--- src/sv/pgir_pkg.sv ---
package pgir_pkg;

   localparam int BYTE_W    = 8;
   localparam int GAP_W     = 8;
   localparam int BITIDX_W  = 4;
   localparam int CSR_IDX_W = 2;
   localparam int CSR_W     = 8;

   // opcodes of an input item
   localparam logic OP_TICK = 1'b0;
   localparam logic OP_READ = 1'b1;

   // configuration register indexes
   localparam logic [CSR_IDX_W-1:0] REG_SYNC_GAP_MIN = 2'd0;
   localparam logic [CSR_IDX_W-1:0] REG_ONE_GAP_MIN  = 2'd1;

   localparam logic [CSR_W-1:0] SYNC_GAP_RESET = 8'd8;
   localparam logic [CSR_W-1:0] ONE_GAP_RESET  = 8'd5;

   localparam logic [GAP_W-1:0]    GAP_MAX   = 8'hFF;
   localparam logic [BITIDX_W-1:0] BYTE_BITS = 4'd8;

   typedef struct packed {
      logic [GAP_W-1:0]    gap_count;
      logic [BITIDX_W-1:0] bit_index;
      logic [BYTE_W-1:0]   shift_byte;
      logic                resync_wait;
      logic [BYTE_W-1:0]   last_byte;
   } chan_state_type;

   typedef struct packed {
      logic              valid;
      logic [BYTE_W-1:0] data;
   } push_type;

   typedef struct packed {
      logic       en;
      logic [2:0] chan;
   } pop_req_type;

endpackage

--- src/sv/pgir_chan_unit.sv ---
module pgir_chan_unit
   import pgir_pkg::*;
#(
   parameter int CHANNELS = 6,
   parameter int CH_W     = 3
) (
   input  logic               clock,
   input  logic               reset,
   input  logic               rd_en,
   input  logic [CH_W-1:0]    rd_idx,
   input  logic               proc_vld,
   input  logic [CH_W-1:0]    proc_idx,
   input  logic               pulse,
   input  logic               resync,
   input  logic [CSR_W-1:0]   sync_min,
   input  logic [CSR_W-1:0]   one_min,
   output push_type           push
);

   chan_state_type            mem_ff [CHANNELS];
   logic [CHANNELS-1:0]       vld_ff;
   chan_state_type            rd_data_ff;
   logic                      rd_vld_ff;
   chan_state_type            cur;
   chan_state_type            nxt;

   // entries never written read as the reset state
   assign cur = rd_vld_ff ? rd_data_ff : '0;

   always_comb begin
      nxt = cur;
      push.valid = 1'b0;
      push.data  = cur.shift_byte;
      nxt.resync_wait = cur.resync_wait | resync;
      if (!pulse) begin
         if (cur.gap_count != GAP_MAX) begin
            nxt.gap_count = cur.gap_count + 1'b1;
         end
      end else begin
         if (cur.gap_count >= sync_min) begin
            nxt.bit_index   = '0;
            nxt.shift_byte  = '0;
            nxt.resync_wait = 1'b0;
         end else if (cur.gap_count >= one_min) begin
            if (cur.bit_index < BYTE_BITS) begin
               nxt.shift_byte = cur.shift_byte | (BYTE_W'(1) << cur.bit_index[2:0]);
            end
            nxt.bit_index = cur.bit_index + 1'b1;
         end else if (cur.gap_count != '0) begin
            nxt.bit_index = cur.bit_index + 1'b1;
         end
         nxt.gap_count = '0;
         // byte complete: store it unless it repeats the last one or a resync is pending
         if (nxt.bit_index == BYTE_BITS && !nxt.resync_wait) begin
            nxt.bit_index = '0;
            if (nxt.shift_byte != cur.last_byte) begin
               push.valid    = 1'b1;
               nxt.last_byte = nxt.shift_byte;
            end
         end
      end
      push.data = nxt.shift_byte;
      if (!proc_vld) begin
         push.valid = 1'b0;
      end
   end

   always_ff @(posedge clock) begin
      if (rd_en) begin
         rd_data_ff <= mem_ff[rd_idx];
         rd_vld_ff  <= vld_ff[rd_idx];
      end
      if (proc_vld) begin
         mem_ff[proc_idx] <= nxt;
      end
   end

   always_ff @(posedge clock) begin
      if (reset) begin
         vld_ff <= '0;
      end else if (proc_vld) begin
         vld_ff[proc_idx] <= 1'b1;
      end
   end

endmodule

--- src/sv/pgir_ring_unit.sv ---
module pgir_ring_unit
   import pgir_pkg::*;
#(
   parameter int CHANNELS   = 6,
   parameter int RING_DEPTH = 16,
   parameter int CH_W       = 3,
   parameter int PTR_W      = 4
) (
   input  logic                clock,
   input  logic                reset,
   input  push_type            push,
   input  logic [CH_W-1:0]     push_idx,
   input  pop_req_type         pop,
   output logic                pop_hit,
   output logic [BYTE_W-1:0]   pop_data,
   output logic [CHANNELS-1:0] ready_mask
);

   localparam int ADDR_W = $clog2(CHANNELS * RING_DEPTH);

   logic [BYTE_W-1:0]  ring_mem [CHANNELS * RING_DEPTH];
   logic [PTR_W-1:0]   head_ff [CHANNELS];
   logic [PTR_W-1:0]   tail_ff [CHANNELS];
   logic [BYTE_W-1:0]  pop_data_ff;
   logic [CH_W-1:0]    pop_idx;
   logic [PTR_W-1:0]   head_sel;
   logic [PTR_W-1:0]   tail_sel;
   logic [ADDR_W-1:0]  wr_addr;
   logic [ADDR_W-1:0]  rd_addr;

   function automatic logic [PTR_W-1:0] ptr_next(input logic [PTR_W-1:0] p);
      return (p == PTR_W'(RING_DEPTH - 1)) ? '0 : p + 1'b1;
   endfunction

   assign pop_idx  = pop.chan[CH_W-1:0];
   assign head_sel = head_ff[push_idx];
   assign tail_sel = tail_ff[pop_idx];
   assign wr_addr  = ADDR_W'(int'(push_idx) * RING_DEPTH + int'(head_sel));
   assign rd_addr  = ADDR_W'(int'(pop_idx) * RING_DEPTH + int'(tail_sel));
   assign pop_hit  = ({1'b0, pop.chan} < 4'(CHANNELS)) && (head_ff[pop_idx] != tail_sel);
   assign pop_data = pop_data_ff;

   always_comb begin
      for (int c = 0; c < CHANNELS; c++) begin
         ready_mask[c] = head_ff[c] != tail_ff[c];
      end
   end

   always_ff @(posedge clock) begin
      if (push.valid) begin
         ring_mem[wr_addr] <= push.data;
      end
      if (pop.en && pop_hit) begin
         pop_data_ff <= ring_mem[rd_addr];
      end
   end

   always_ff @(posedge clock) begin
      if (reset) begin
         for (int c = 0; c < CHANNELS; c++) begin
            head_ff[c] <= '0;
            tail_ff[c] <= '0;
         end
      end else begin
         // overflow wraps head onto tail: the ring then reads as empty
         if (push.valid) begin
            head_ff[push_idx] <= ptr_next(head_sel);
         end
         if (pop.en && pop_hit) begin
            tail_ff[pop_idx] <= ptr_next(tail_sel);
         end
      end
   end

endmodule

--- src/sv/pulse_gap_ir_receiver_unit.sv ---
// A sample tick passes through the ST_TICK and ST_DONE states before its result is
// registered; a read goes straight to ST_DONE. The block takes one item at a time and stalls
// the input until the item's result is loaded; during a tick the channel state memory is read
// and written back once per channel, one channel per cycle. Reset: synchronous, active high;
// clears channel state, ring pointers and the thresholds (sync 8, one 5). Ring contents are
// not cleared.
module pulse_gap_ir_receiver_unit
   import pgir_pkg::*;
#(
   parameter int CHANNELS   = 6,
   parameter int RING_DEPTH = 16
) (
   input  logic                 clock,
   input  logic                 reset,
   // input channel
   input  logic                 req_valid,
   output logic                 req_stall,
   input  logic                 req_opcode,
   input  logic [CHANNELS-1:0]  req_rx_lines,
   input  logic                 req_resync,
   input  logic [2:0]           req_channel,
   // result channel
   output logic                 rsp_valid,
   input  logic                 rsp_stall,
   output logic [BYTE_W-1:0]    rsp_read_data,
   output logic                 rsp_read_empty,
   output logic [CHANNELS-1:0]  rsp_ready_mask,
   // configuration
   input  logic                 csr_we,
   input  logic [CSR_IDX_W-1:0] csr_index,
   input  logic [CSR_W-1:0]     csr_wdata
);

   localparam int CH_W  = (CHANNELS > 1) ? $clog2(CHANNELS) : 1;
   localparam int CNT_W = $clog2(CHANNELS + 1);
   localparam int PTR_W = (RING_DEPTH > 1) ? $clog2(RING_DEPTH) : 1;

   localparam logic [1:0] ST_IDLE = 2'd0;
   localparam logic [1:0] ST_TICK = 2'd1;
   localparam logic [1:0] ST_DONE = 2'd2;

   logic [1:0]          state_ff, state_in;
   logic [CNT_W-1:0]    iss_cnt_ff, iss_cnt_in;
   logic                proc_vld_ff, proc_vld_in;
   logic [CH_W-1:0]     proc_idx_ff;
   logic                is_read_ff;
   logic                hit_ff;
   logic [CHANNELS-1:0] lines_ff;
   logic                resync_ff;
   logic [CSR_W-1:0]    sync_min_ff;
   logic [CSR_W-1:0]    one_min_ff;
   logic                rsp_valid_ff, rsp_valid_in;
   logic [BYTE_W-1:0]   rsp_data_ff;
   logic                rsp_empty_ff;
   logic [CHANNELS-1:0] rsp_mask_ff;

   logic                req_xfer;
   logic                rsp_free;
   logic                rd_en;
   logic                finish;
   push_type            push;
   pop_req_type         pop;
   logic                pop_hit;
   logic [BYTE_W-1:0]   pop_data;
   logic [CHANNELS-1:0] ready_mask;

   // Take a new item only from idle. The output register decouples the result side,
   // so an item can be in flight while the previous result still waits.
   assign req_stall = (state_ff != ST_IDLE);
   assign req_xfer  = req_valid && !req_stall;
   assign rsp_free  = !rsp_valid_ff || !rsp_stall;
   assign finish    = (state_ff == ST_DONE) && rsp_free;

   assign pop.en   = req_xfer && (req_opcode == OP_READ);
   assign pop.chan = req_channel;

   // Tick sequencer: issue one state read per channel, process each in the cycle after its
   // read and write it back. Distinct channels never collide, so no forwarding is needed.
   assign rd_en = (state_ff == ST_TICK) && (iss_cnt_ff != CNT_W'(CHANNELS));

   always_comb begin
      state_in    = state_ff;
      iss_cnt_in  = iss_cnt_ff;
      proc_vld_in = rd_en;
      case (state_ff)
         ST_IDLE: begin
            iss_cnt_in = '0;
            if (req_xfer) begin
               state_in = (req_opcode == OP_TICK) ? ST_TICK : ST_DONE;
            end
         end
         ST_TICK: begin
            if (rd_en) begin
               iss_cnt_in = iss_cnt_ff + 1'b1;
            end else if (!proc_vld_ff) begin
               state_in = ST_DONE;
            end
         end
         ST_DONE: begin
            if (rsp_free) begin
               state_in = ST_IDLE;
            end
         end
         default: begin
            state_in = ST_IDLE;
         end
      endcase
   end

   // Drop the result after its transfer; load a fresh one when the item finishes.
   always_comb begin
      rsp_valid_in = rsp_valid_ff && rsp_stall;
      if (finish) begin
         rsp_valid_in = 1'b1;
      end
   end

   always_ff @(posedge clock) begin
      if (reset) begin
         state_ff     <= ST_IDLE;
         iss_cnt_ff   <= '0;
         proc_vld_ff  <= 1'b0;
         rsp_valid_ff <= 1'b0;
         sync_min_ff  <= SYNC_GAP_RESET;
         one_min_ff   <= ONE_GAP_RESET;
      end else begin
         state_ff     <= state_in;
         iss_cnt_ff   <= iss_cnt_in;
         proc_vld_ff  <= proc_vld_in;
         rsp_valid_ff <= rsp_valid_in;
         // writes beyond the register list are ignored
         if (csr_we && csr_index == REG_SYNC_GAP_MIN) begin
            sync_min_ff <= csr_wdata;
         end
         if (csr_we && csr_index == REG_ONE_GAP_MIN) begin
            one_min_ff <= csr_wdata;
         end
      end
   end

   // Payload registers: hold the item fields and the result.
   always_ff @(posedge clock) begin
      if (req_xfer) begin
         is_read_ff <= (req_opcode == OP_READ);
         hit_ff     <= pop_hit;
         lines_ff   <= req_rx_lines;
         resync_ff  <= req_resync;
      end
      if (rd_en) begin
         proc_idx_ff <= iss_cnt_ff[CH_W-1:0];
      end
      if (finish) begin
         rsp_data_ff  <= (is_read_ff && hit_ff) ? pop_data : '0;
         rsp_empty_ff <= is_read_ff && !hit_ff;
         rsp_mask_ff  <= ready_mask;
      end
   end

   pgir_chan_unit #(
      .CHANNELS (CHANNELS),
      .CH_W     (CH_W)
   ) u_chan (
      .clock    (clock),
      .reset    (reset),
      .rd_en    (rd_en),
      .rd_idx   (iss_cnt_ff[CH_W-1:0]),
      .proc_vld (proc_vld_ff),
      .proc_idx (proc_idx_ff),
      .pulse    (lines_ff[proc_idx_ff]),
      .resync   (resync_ff),
      .sync_min (sync_min_ff),
      .one_min  (one_min_ff),
      .push     (push)
   );

   pgir_ring_unit #(
      .CHANNELS   (CHANNELS),
      .RING_DEPTH (RING_DEPTH),
      .CH_W       (CH_W),
      .PTR_W      (PTR_W)
   ) u_ring (
      .clock      (clock),
      .reset      (reset),
      .push       (push),
      .push_idx   (proc_idx_ff),
      .pop        (pop),
      .pop_hit    (pop_hit),
      .pop_data   (pop_data),
      .ready_mask (ready_mask)
   );

   assign rsp_valid      = rsp_valid_ff;
   assign rsp_read_data  = rsp_data_ff;
   assign rsp_read_empty = rsp_empty_ff;
   assign rsp_ready_mask = rsp_mask_ff;

endmodule
--- config.mk ---
export PLATFORM = sky130hd
export DESIGN_NAME = pulse_gap_ir_receiver_unit
export DESIGN_NICKNAME = d
export VERILOG_FILES = /design/src/sv/pgir_pkg.sv /design/src/sv/pgir_chan_unit.sv /design/src/sv/pgir_ring_unit.sv /design/src/sv/pulse_gap_ir_receiver_unit.sv
export SDC_FILE = /design/constraint.sdc
export NUM_CORES = 1
export LEC_CHECK = 0
export BUFFER_PORTS_ARGS = -buffer_cell sky130_fd_sc_hd__buf_2
export CORE_AREA = 2 2 281 283
export DETAILED_ROUTE_END_ITERATION = 8
export DIE_AREA = 0 0 283 285
export PLACE_DENSITY = 0.76
export SKIP_LAST_GASP = 1
export SYNTH_ARGS = -nofsm -noshare
export SYNTH_HDL_FRONTEND = slang
export SYNTH_SLANG_ARGS = --single-unit
--- constraint.sdc ---
create_clock -name clock -period 9.16 [get_ports clock]
set_clock_uncertainty 0.15 [all_clocks]
set_input_delay 0 -clock clock [delete_from_list [all_inputs] [get_ports clock]]
set_output_delay 0 -clock clock [all_outputs]
set_load 0.01 [all_outputs]
==> metrics.csv, run 1 <==
stage;metric;value;unit
floorplan;die height;285;um
grt;global-route total usage across every layer;0.2894;
clock_network;CTS tree;built;
placement;Post-DP HPWL;68.82;mm
synthesis;Avg Cell Area, Syn;12.76;um2
setup_path;arrival time worst endpoint;6.29;ns
timing;Setup violations, final;0;
synthesis;asr flop ratio synth;0;
layout;area growth from synthesis to layout;11.47;%
timing;fmax;162.5;MHz
routing;Routed Wire Length;117.5;mm
layout;fraction of layout cells with a size suffix above 1;0.08783;
clock_network;Clk Latency, worst-skew pair;0.68;ns
timing;Tmin final;6.153;ns
synthesis;Ys Warns;0;
grt;first-pass GRT wire length;177.1;mm
grt;initial antenna violation count;4;
clock_network;register clock-pin slew on the reported worst setup and hold paths;0.06;ns
clock_network;post-cts sizing count;0;
placement;placed cells;4550;
clock_network;CTS Hold Bufs;48;
setup_path;startpoint types;flop;
setup_path;critical path type;flop to flop;
setup_path;Critical Path RT;9.30;ns
routing;Vias;30460;
run;MaxCap Viol Count;0;
synthesis;largest cells by area after synthesis;edfxtp_1 70%, nand2_1 7.1%, nand3_1 5.3%;
setup_path;Crit Path Max Fanout;66;
routing;Pre-antenna DRT Iters;8;
setup_path;Crit. End Element;flop;
layout;Layout Cells excl Fill;4797;
layout;Layout Nets;3707;
synthesis;Yosys reg bits;1103;
status;status;finished clean;
synthesis;Synth Flop Type;edfxtp_1;
routing;met3 routed WL;11.97;mm
power_and_ir_drop;total leakage power;17.61;nW
floorplan;Core Rows;103;
synthesis;top cell type's share of synthesized area;0.6982;
clock_network;H-Tree Depth;3;
floorplan;Initial Util;0.5908;
grt;largest net degree at the start of global routing;196;
routing;Avg WL per Cell;24.50;um
floorplan;core region area;77970;um2
routing;met2 WL;54.84;mm
clock_network;post-CTS setup buffer count;0;
timing;final number of max-transition violations;0;
timing;final hold violations;0;
clock_network;clk sink count;1103;
routing;WL met1;44.13;mm
floorplan;chip width;283;um
timing;final hold slack;0.06876;ns
timing;period utilization;0.6717;
synthesis;Syn Inst Count;3610;
grt;gr ovfl total;0;
grt;number of global-route vias before repair;29120;
routing;Max Used Layer;met5;
synthesis;Cell Area, Synth;46060;um2
floorplan;I/O pins;43;
routing;Final ANT Viol Nets;0;
placement;Buffers on Ports;42;
floorplan;Die ar.;80660;um2
synthesis;cell taking the most area after synthesis;edfxtp_1;
clock_network;CTS buffer count;105;
power_and_ir_drop;pwr dens;217.7;nW/um2
timing;final setup TNS;0;ns
timing;Least-Margin Pin Slew;1.295;ns
power_and_ir_drop;Peak VDD IR;0.0001791;V
synthesis;Unique masters post-synth;69;
timing;RSZ-0062 raised after global routing;no;
routing;# DRC;0;
synthesis;Seq/Total Area, Yosys;0.7121;
routing;Starting DRT DRC Count;4770;
routing;vias per cell;6.351;
synthesis;Post-synth EDFFs;1071;
placement;GPL Wtd Cong;0.9228;
clock_network;clock buffer depth;3;
clock_network;clock root cell;clkbuf_16;
worst_hold_path;hold crit path type;input pin to flop;
timing;Slew Limit Headroom;0.1303;
## worst paths after layout
| path | start | endpoint | slack [ns] | depth (start not counted) |
|---|---|---|---|---|
| setup reg to reg | u_chan.rd_vld_ff$_DFFE_PP_ | u_ring.ring_mem[37][7]$_DFFE_PP_ | 3.01 | 14 |
| setup / recovery | u_chan.rd_vld_ff$_DFFE_PP_ | u_ring.ring_mem[37][7]$_DFFE_PP_ | 3.01 | 14 |
| hold reg to reg | u_chan.vld_ff[4]$_SDFFE_PP0P_ | u_chan.vld_ff[4]$_SDFFE_PP0P_ | 0.35 | 2 |
| hold / removal | rsp_stall | rsp_valid$_SDFF_PP0_ | 0.07 | 4 |
## cells in the mapped netlist (32+ instances only)
library cell / instances
nand3_1: 484
inv_1: 46
mux2i_1: 66
buf_2: 35
a21oi_1: 160
dfxtp_1: 32
o21ai_0: 44
xnor2_1: 38
clkbuf_1: 135
buf_1: 43
mux4_2: 53
edfxtp_1: 1071
nor3_1: 119
nor2_1: 125
nand2_1: 870
## sequential cells by signal, summed over array words and instances (netlist names), 2 cells and up, named ones only
| name | flops |
|---|---|
| iss_cnt_ff | 3 |
| lines_ff | 6 |
| one_min_ff | 8 |
| proc_idx_ff | 3 |
| rsp_read_data | 8 |
| rsp_ready_mask | 6 |
| state_ff | 2 |
| sync_min_ff | 8 |
| u_chan.mem_ff | 174 |
| u_chan.rd_data_ff | 29 |
| u_chan.vld_ff | 6 |
| u_ring.head_ff | 32 |
| u_ring.pop_data | 8 |
| u_ring.ring_mem | 768 |
| u_ring.tail_ff | 32 |
## cells in the final DEF (no fill, tap or decap), types with 10 or more instances in the layout
cell type,synthesis,routed
edfxtp_1,1071,1071
nor3_1,119,118
nand4_1,15,15
bufinv_16,0,16
clkbuf_1,135,17
o211ai_1,10,10
a31oi_1,14,14
o21ai_0,44,44
nand3_1,484,484
and2_1,10,10
dlygate4sd3_1,0,48
clkbuf_16,0,106
a21oi_1,160,155
nor2_1,125,123
inv_1,46,46
mux2i_1,66,65
buf_2,35,42
dfxtp_1,32,29
nor4b_1,11,11
conb_1,1,16
mux2_2,13,13
xnor2_1,38,38
ha_1,26,26
nand2_1,870,870
nor2b_1,10,10
buf_4,1,46
nor4_1,25,25
a211oi_1,12,11
clkinv_1,0,32
mux4_2,53,50
a311oi_1,10,10
and3_1,30,30
clkinv_2,0,17
## cell type report
class	count	area, um2
flip-flops and latches	1103	32810
fillers	5355	26630
multi-input cells	2259	12410
clock buffers	123	2716
well taps	1050	1314
repair buffers	137	1056
clock inverters	75	842.1
inverters	49	193.9
diodes	1	2.502
## cells by family (layout without fill, tap and decap cells)
kind of cell,after synthesis,after routing,share of synthesized area
buf+inv,263,384,0.02247
flops,1103,1103,0.7121
xor+xnor,40,40,0.007606
compound gates,313,313,0.04115
simple gates,1732,1732,0.1661
fa+ha+maj,26,26,0.007063
mux,132,132,0.04344
other cells,1,17,0.00008141
## power by group
| group | internal, mW | total, mW | leakage [nW] | switching, mW |
|---|---|---|---|---|
| clock network | 2.58 | 4.45 | 1.73 | 1.87 |
| logic | 0.286 | 1.06 | 5.71 | 0.777 |
| registers | 5.63 | 5.67 | 10.2 | 0.0440 |
| total | 8.49 | 11.2 | 17.6 | 2.69 |
## critical path: stages (launching register included)
cell and delay, ns:
edfxtp_1 0.32, buf_4 0.37, and2_1 0.32, ha_1 0.30, a211oi_1 0.22, a21oi_1 0.13, a211oi_2 0.21, buf_4 0.28
nand2_1 0.37, o21bai_1 0.34, nor3_1 0.40, o31ai_4 0.26, buf_4 0.39, buf_4 0.51, nor3_1 1.01
## layer usage
layer | GRT usage | vias up
li1 | - | 13370
met1 | 0.3981 | 14750
met2 | 0.4496 | 1967
met3 | 0.04848 | 378
met4 | 0.1528 | 4
met5 | 0 | -
## metrics by stage
stage	power (mW)	area (um2)	utilization	setup slack, ns
detailed placement	6.790	47300	0.6067	3.144
finish	11.18	51340	0.6585	3.007
floorplan	6.430	46120	-	0.8582
global placement	6.775	47300	0.6067	3.239
CTS	11.18	51340	0.6585	3.206
global route	11.48	51340	0.6585	2.569
(Power assumes the default switching activity.)
==> run 2: changes to the inputs <==
--- a/config.mk
+++ b/config.mk
@@ -5,10 +5,11 @@
 export SDC_FILE = /design/constraint.sdc
 export NUM_CORES = 1
 export LEC_CHECK = 0
+export ABC_AREA = 1
 export BUFFER_PORTS_ARGS = -buffer_cell sky130_fd_sc_hd__buf_2
-export CORE_AREA = 2 2 281 283
+export CORE_AREA = 2 2 282 284
 export DETAILED_ROUTE_END_ITERATION = 8
-export DIE_AREA = 0 0 283 285
+export DIE_AREA = 0 0 284 286
 export PLACE_DENSITY = 0.76
 export SKIP_LAST_GASP = 1
 export SYNTH_ARGS = -nofsm -noshare
==> constraint.sdc (replaced) <==
create_clock -name clock -period 6.1 [get_ports clock]
set_clock_uncertainty 0.15 [all_clocks]
set_input_delay 0 -clock clock [delete_from_list [all_inputs] [get_ports clock]]
set_output_delay 0 -clock clock [all_outputs]
set_load 0.01 [all_outputs]
==> run 2 against run 1 <==
  * Critical endpoint is now u_ring.ring_mem[23][2]$_DFFE_PP_
  * Via count is 1.5% higher
  * Area after synthesis is 0.77% higher
  * Sequential share of layout area is 0.69 points lower
  * Clock power is 49% higher
  * Cell count is 2.7% higher
  * Maximum frequency is 19% higher
  * Largest power group unchanged
  * Largest cell class unchanged
  * Flip-flop and latch count stayed put
  * Critical path depth is 9 higher
  * Die area is 0.71% higher
  * Worst setup slack worse by 2.1 ns
  * Total power is 56% higher
==> metrics.csv, run 2 <==
stage;metric;value;unit
floorplan;Die ar.;81220;um2
timing;period utilization;0.8501;
layout;multi-input logic area;12190;um2
grt;largest net degree at the start of global routing;196;
grt;global-route total usage across every layer;0.2823;
placement;placed cells;4687;
timing;Tmin final;5.185;ns
layout;top flop regs;u_ring.ring_mem: 768 flops, u_chan.mem_ff: 174 flops;
routing;Pre-antenna DRT Iters;8;
placement;Buffers on Ports;42;
layout;most frequent cells in the layout;1,071 x edfxtp_1, 455 x nand2_1, 327 x nor2_1;
power_and_ir_drop;Switch Pwr;4.424;mW
timing;Least-Margin Pin Slew;1.197;ns
synthesis;top cell type's share of synthesized area;0.6929;
timing;Slew Limit Headroom;0.1991;
setup_path;Crit. End Element;flop;
routing;Vias;30920;
power_and_ir_drop;Internal Power;12.99;mW
timing;fmax;192.8;MHz
routing;Avg WL per Cell;23.54;um
layout;fraction of layout cells with a size suffix above 1;0.1394;
synthesis;asr flop ratio synth;0;
setup_path;Critical Path RT;6.24;ns
grt;number of global-route vias before repair;30120;
layout;Top reg by flops;u_ring.ring_mem;
floorplan;Initial Util;0.5924;
routing;# DRC;0;
clock_network;CTS tree;built;
synthesis;Synth Flop Type;edfxtp_1;
power_and_ir_drop;Peak VDD IR;0.0003667;V
floorplan;die height;286;um
synthesis;Ys Warns;0;
clock_network;clock buffer depth;3;
synthesis;Cell Area, Synth;46420;um2
clock_network;register clock-pin slew on the reported worst setup and hold paths;0.06;ns
grt;first-pass GRT wire length;176.0;mm
layout;Reg area;32800;um2
power_and_ir_drop;clock power share;0.382;
routing;vias per cell;6.277;
setup_path;arrival time worst endpoint;5.33;ns
power_and_ir_drop;Sw Ratio;0.2541;
floorplan;core region area;78360;um2
synthesis;Yosys reg bits;1103;
setup_path;Crit Path Max Fanout;29;
timing;final hold slack;0.02368;ns
layout;FILL cells;5538;
layout;ANT cells;0;
clock_network;clk sink count;1103;
clock_network;clock root cell;clkbuf_16;
power_and_ir_drop;Comb power frac;0.121;
layout;Layout Cells excl Fill;4925;
routing;Final ANT Viol Nets;0;
timing;final setup TNS;0;ns
timing;Setup violations, final;0;
synthesis;Unique masters post-synth;42;
synthesis;Syn Inst Count;3739;
clock_network;CTS buffer count;105;
power_and_ir_drop;power share of the sequential group;0.497;
grt;gr ovfl total;0;
layout;area growth from synthesis to layout;11.80;%
routing;Routed Wire Length;115.9;mm
placement;Post-DP HPWL;66.06;mm
synthesis;largest cells by area after synthesis;edfxtp_1 69%, o211ai_1 5.0%, nand2_1 3.7%;
synthesis;cell taking the most area after synthesis;edfxtp_1;
synthesis;Avg Cell Area, Syn;12.41;um2
setup_path;startpoint types;flop;
placement;GPL Wtd Cong;0.9231;
layout;most common cell after layout, fill and taps aside;edfxtp_1;
synthesis;Post-synth EDFFs;1071;
timing;RSZ-0062 raised after global routing;no;
layout;Layout Nets;3841;
timing;final hold violations;0;
run;MaxCap Viol Count;0;
clock_network;H-Tree Depth;3;
routing;Starting DRT DRC Count;4136;
layout;max reg flops;768;
power_and_ir_drop;total leakage power;17.56;nW
synthesis;top cells by count, synth;1,071 x edfxtp_1, 456 x nand2_1, 335 x nor2_1;
clock_network;Clk Latency, worst-skew pair;0.69;ns
synthesis;count leader, synth;edfxtp_1;
floorplan;Core Rows;103;
timing;final number of max-transition violations;0;
floorplan;I/O pins;43;
worst_hold_path;hold crit path type;input pin to flop;
power_and_ir_drop;pwr dens;335.6;nW/um2
grt;initial antenna violation count;1;
synthesis;Seq/Total Area, Yosys;0.7067;
setup_path;critical path type;flop to flop;
floorplan;chip width;284;um
status;status;finished clean;
[run 2: cell types whose count changed in the layout (fill, tap and decap cells not counted), sizes merged, moves of 29 or more]
| cell | previous run | this run |
|---|---|---|
| nand3 | 484 | 246 |
| a21oi | 160 | 82 |
| inv | 52 | 162 |
| and3 | 30 | 1 |
| nand2 | 871 | 464 |
| or2 | 4 | 195 |
| buf | 89 | 130 |
| o22ai | 2 | 61 |
| mux2i | 66 | 0 |
| mux4 | 53 | 0 |
| nor2 | 125 | 338 |
| o211ai | 10 | 309 |
| o21ai | 46 | 307 |
[run 2: critical path, stage by stage (launching register included)]
cell      delay (ns)
edfxtp_1        0.56
buf_4           0.34
nand2_2         0.12
inv_2           0.09
ha_1            0.25
nand2_1         0.10
inv_1           0.04
nand3_1         0.08
inv_1           0.05
nand2_1         0.06
nand2_1         0.06
nor2_2          0.09
buf_4           0.29
nand2_1         0.12
nand2_1         0.08
nand2_1         0.05
nand2_1         0.06
nor2_1          0.05
nand2_1         0.09
nand3_2         0.14
inv_2           0.13
nand2_2         0.46
buf_4           0.46
nor3_1          0.88
[run 2: repair_timing]
action                     4_1_cts  5_1_grt
gates resized for setup          0        0
setup endpoints to repair        0        0
hold endpoints to repair        76        0
hold buffers                    45        0
setup buffers                    0        0
[run 2: worst paths after layout]
| kind | startpoint | to | slack (ns) | cells after the start |
|---|---|---|---|---|
| setup / recovery | u_chan.rd_vld_ff$_DFFE_PP_ | u_ring.ring_mem[23][2]$_DFFE_PP_ | 0.91 | 23 |
| hold / removal | csr_wdata[7] | sync_min_ff[7]$_SDFFE_PP0P_ | 0.02 | 4 |
| setup reg to reg | u_chan.rd_vld_ff$_DFFE_PP_ | u_ring.ring_mem[23][2]$_DFFE_PP_ | 0.91 | 23 |
| hold reg to reg | u_chan.vld_ff[5]$_SDFFE_PP0P_ | u_chan.vld_ff[5]$_SDFFE_PP0P_ | 0.32 | 2 |
[run 2: power groups by stage]
stage	clock [mW]	combinational, mW	sequential [mW]
floorplan	0	1.26	8.84
global placement	0	2.00	8.80
detailed placement	0	2.03	8.80
CTS	6.68	2.06	8.64
global route	7.00	2.26	8.65
finish	6.65	2.11	8.65
[run 2: cell families (layout without fill, tap and decap cells)]
family          after synthesis  after routing  synth area share
simple gates               1357           1357            0.1335
flops                      1103           1103            0.7067
compound gates              812            812            0.1108
buf+inv                     408            529           0.03596
xor+xnor                     32             32          0.006038
fa+ha+maj                    26             26          0.007008
other cells                   1             16        0.00008079
[run 2: stage by stage]
step           setup WS [ns]  cell area (um2)  power, mW    util
3_3_place_gp           1.137            47950      10.80  0.6119
5_1_grt               0.5136            51900      17.91  0.6623
4_1_cts               0.9373            51900      17.38  0.6623
3_5_place_dp          0.9573            47950      10.83  0.6119
6_report              0.9146            51900      17.41  0.6623
2_1_floorplan        -0.3647            46470      10.10       -
[run 2: cell type report]
type | count | share of cell area
Clock buffer | 131 | 0.05374
Clock inverter | 62 | 0.01369
Inverter | 161 | 0.01189
Multi-Input combinational cell | 2243 | 0.2349
Sequential cell | 1103 | 0.6321
Tap cell | 1050 | 0.02532
Timing Repair Buffer | 175 | 0.02835
[run 2: layer usage]
metal	part of all wire	GRT usage	wire (um)	vias up
met4	0.036	0.1059	4132	0
met3	0.10	0.04793	11590	309
li1	-	-	-	13810
met5	0	0	0	-
met2	0.47	0.4565	54780	1802
met1	0.39	0.3892	45410	14990
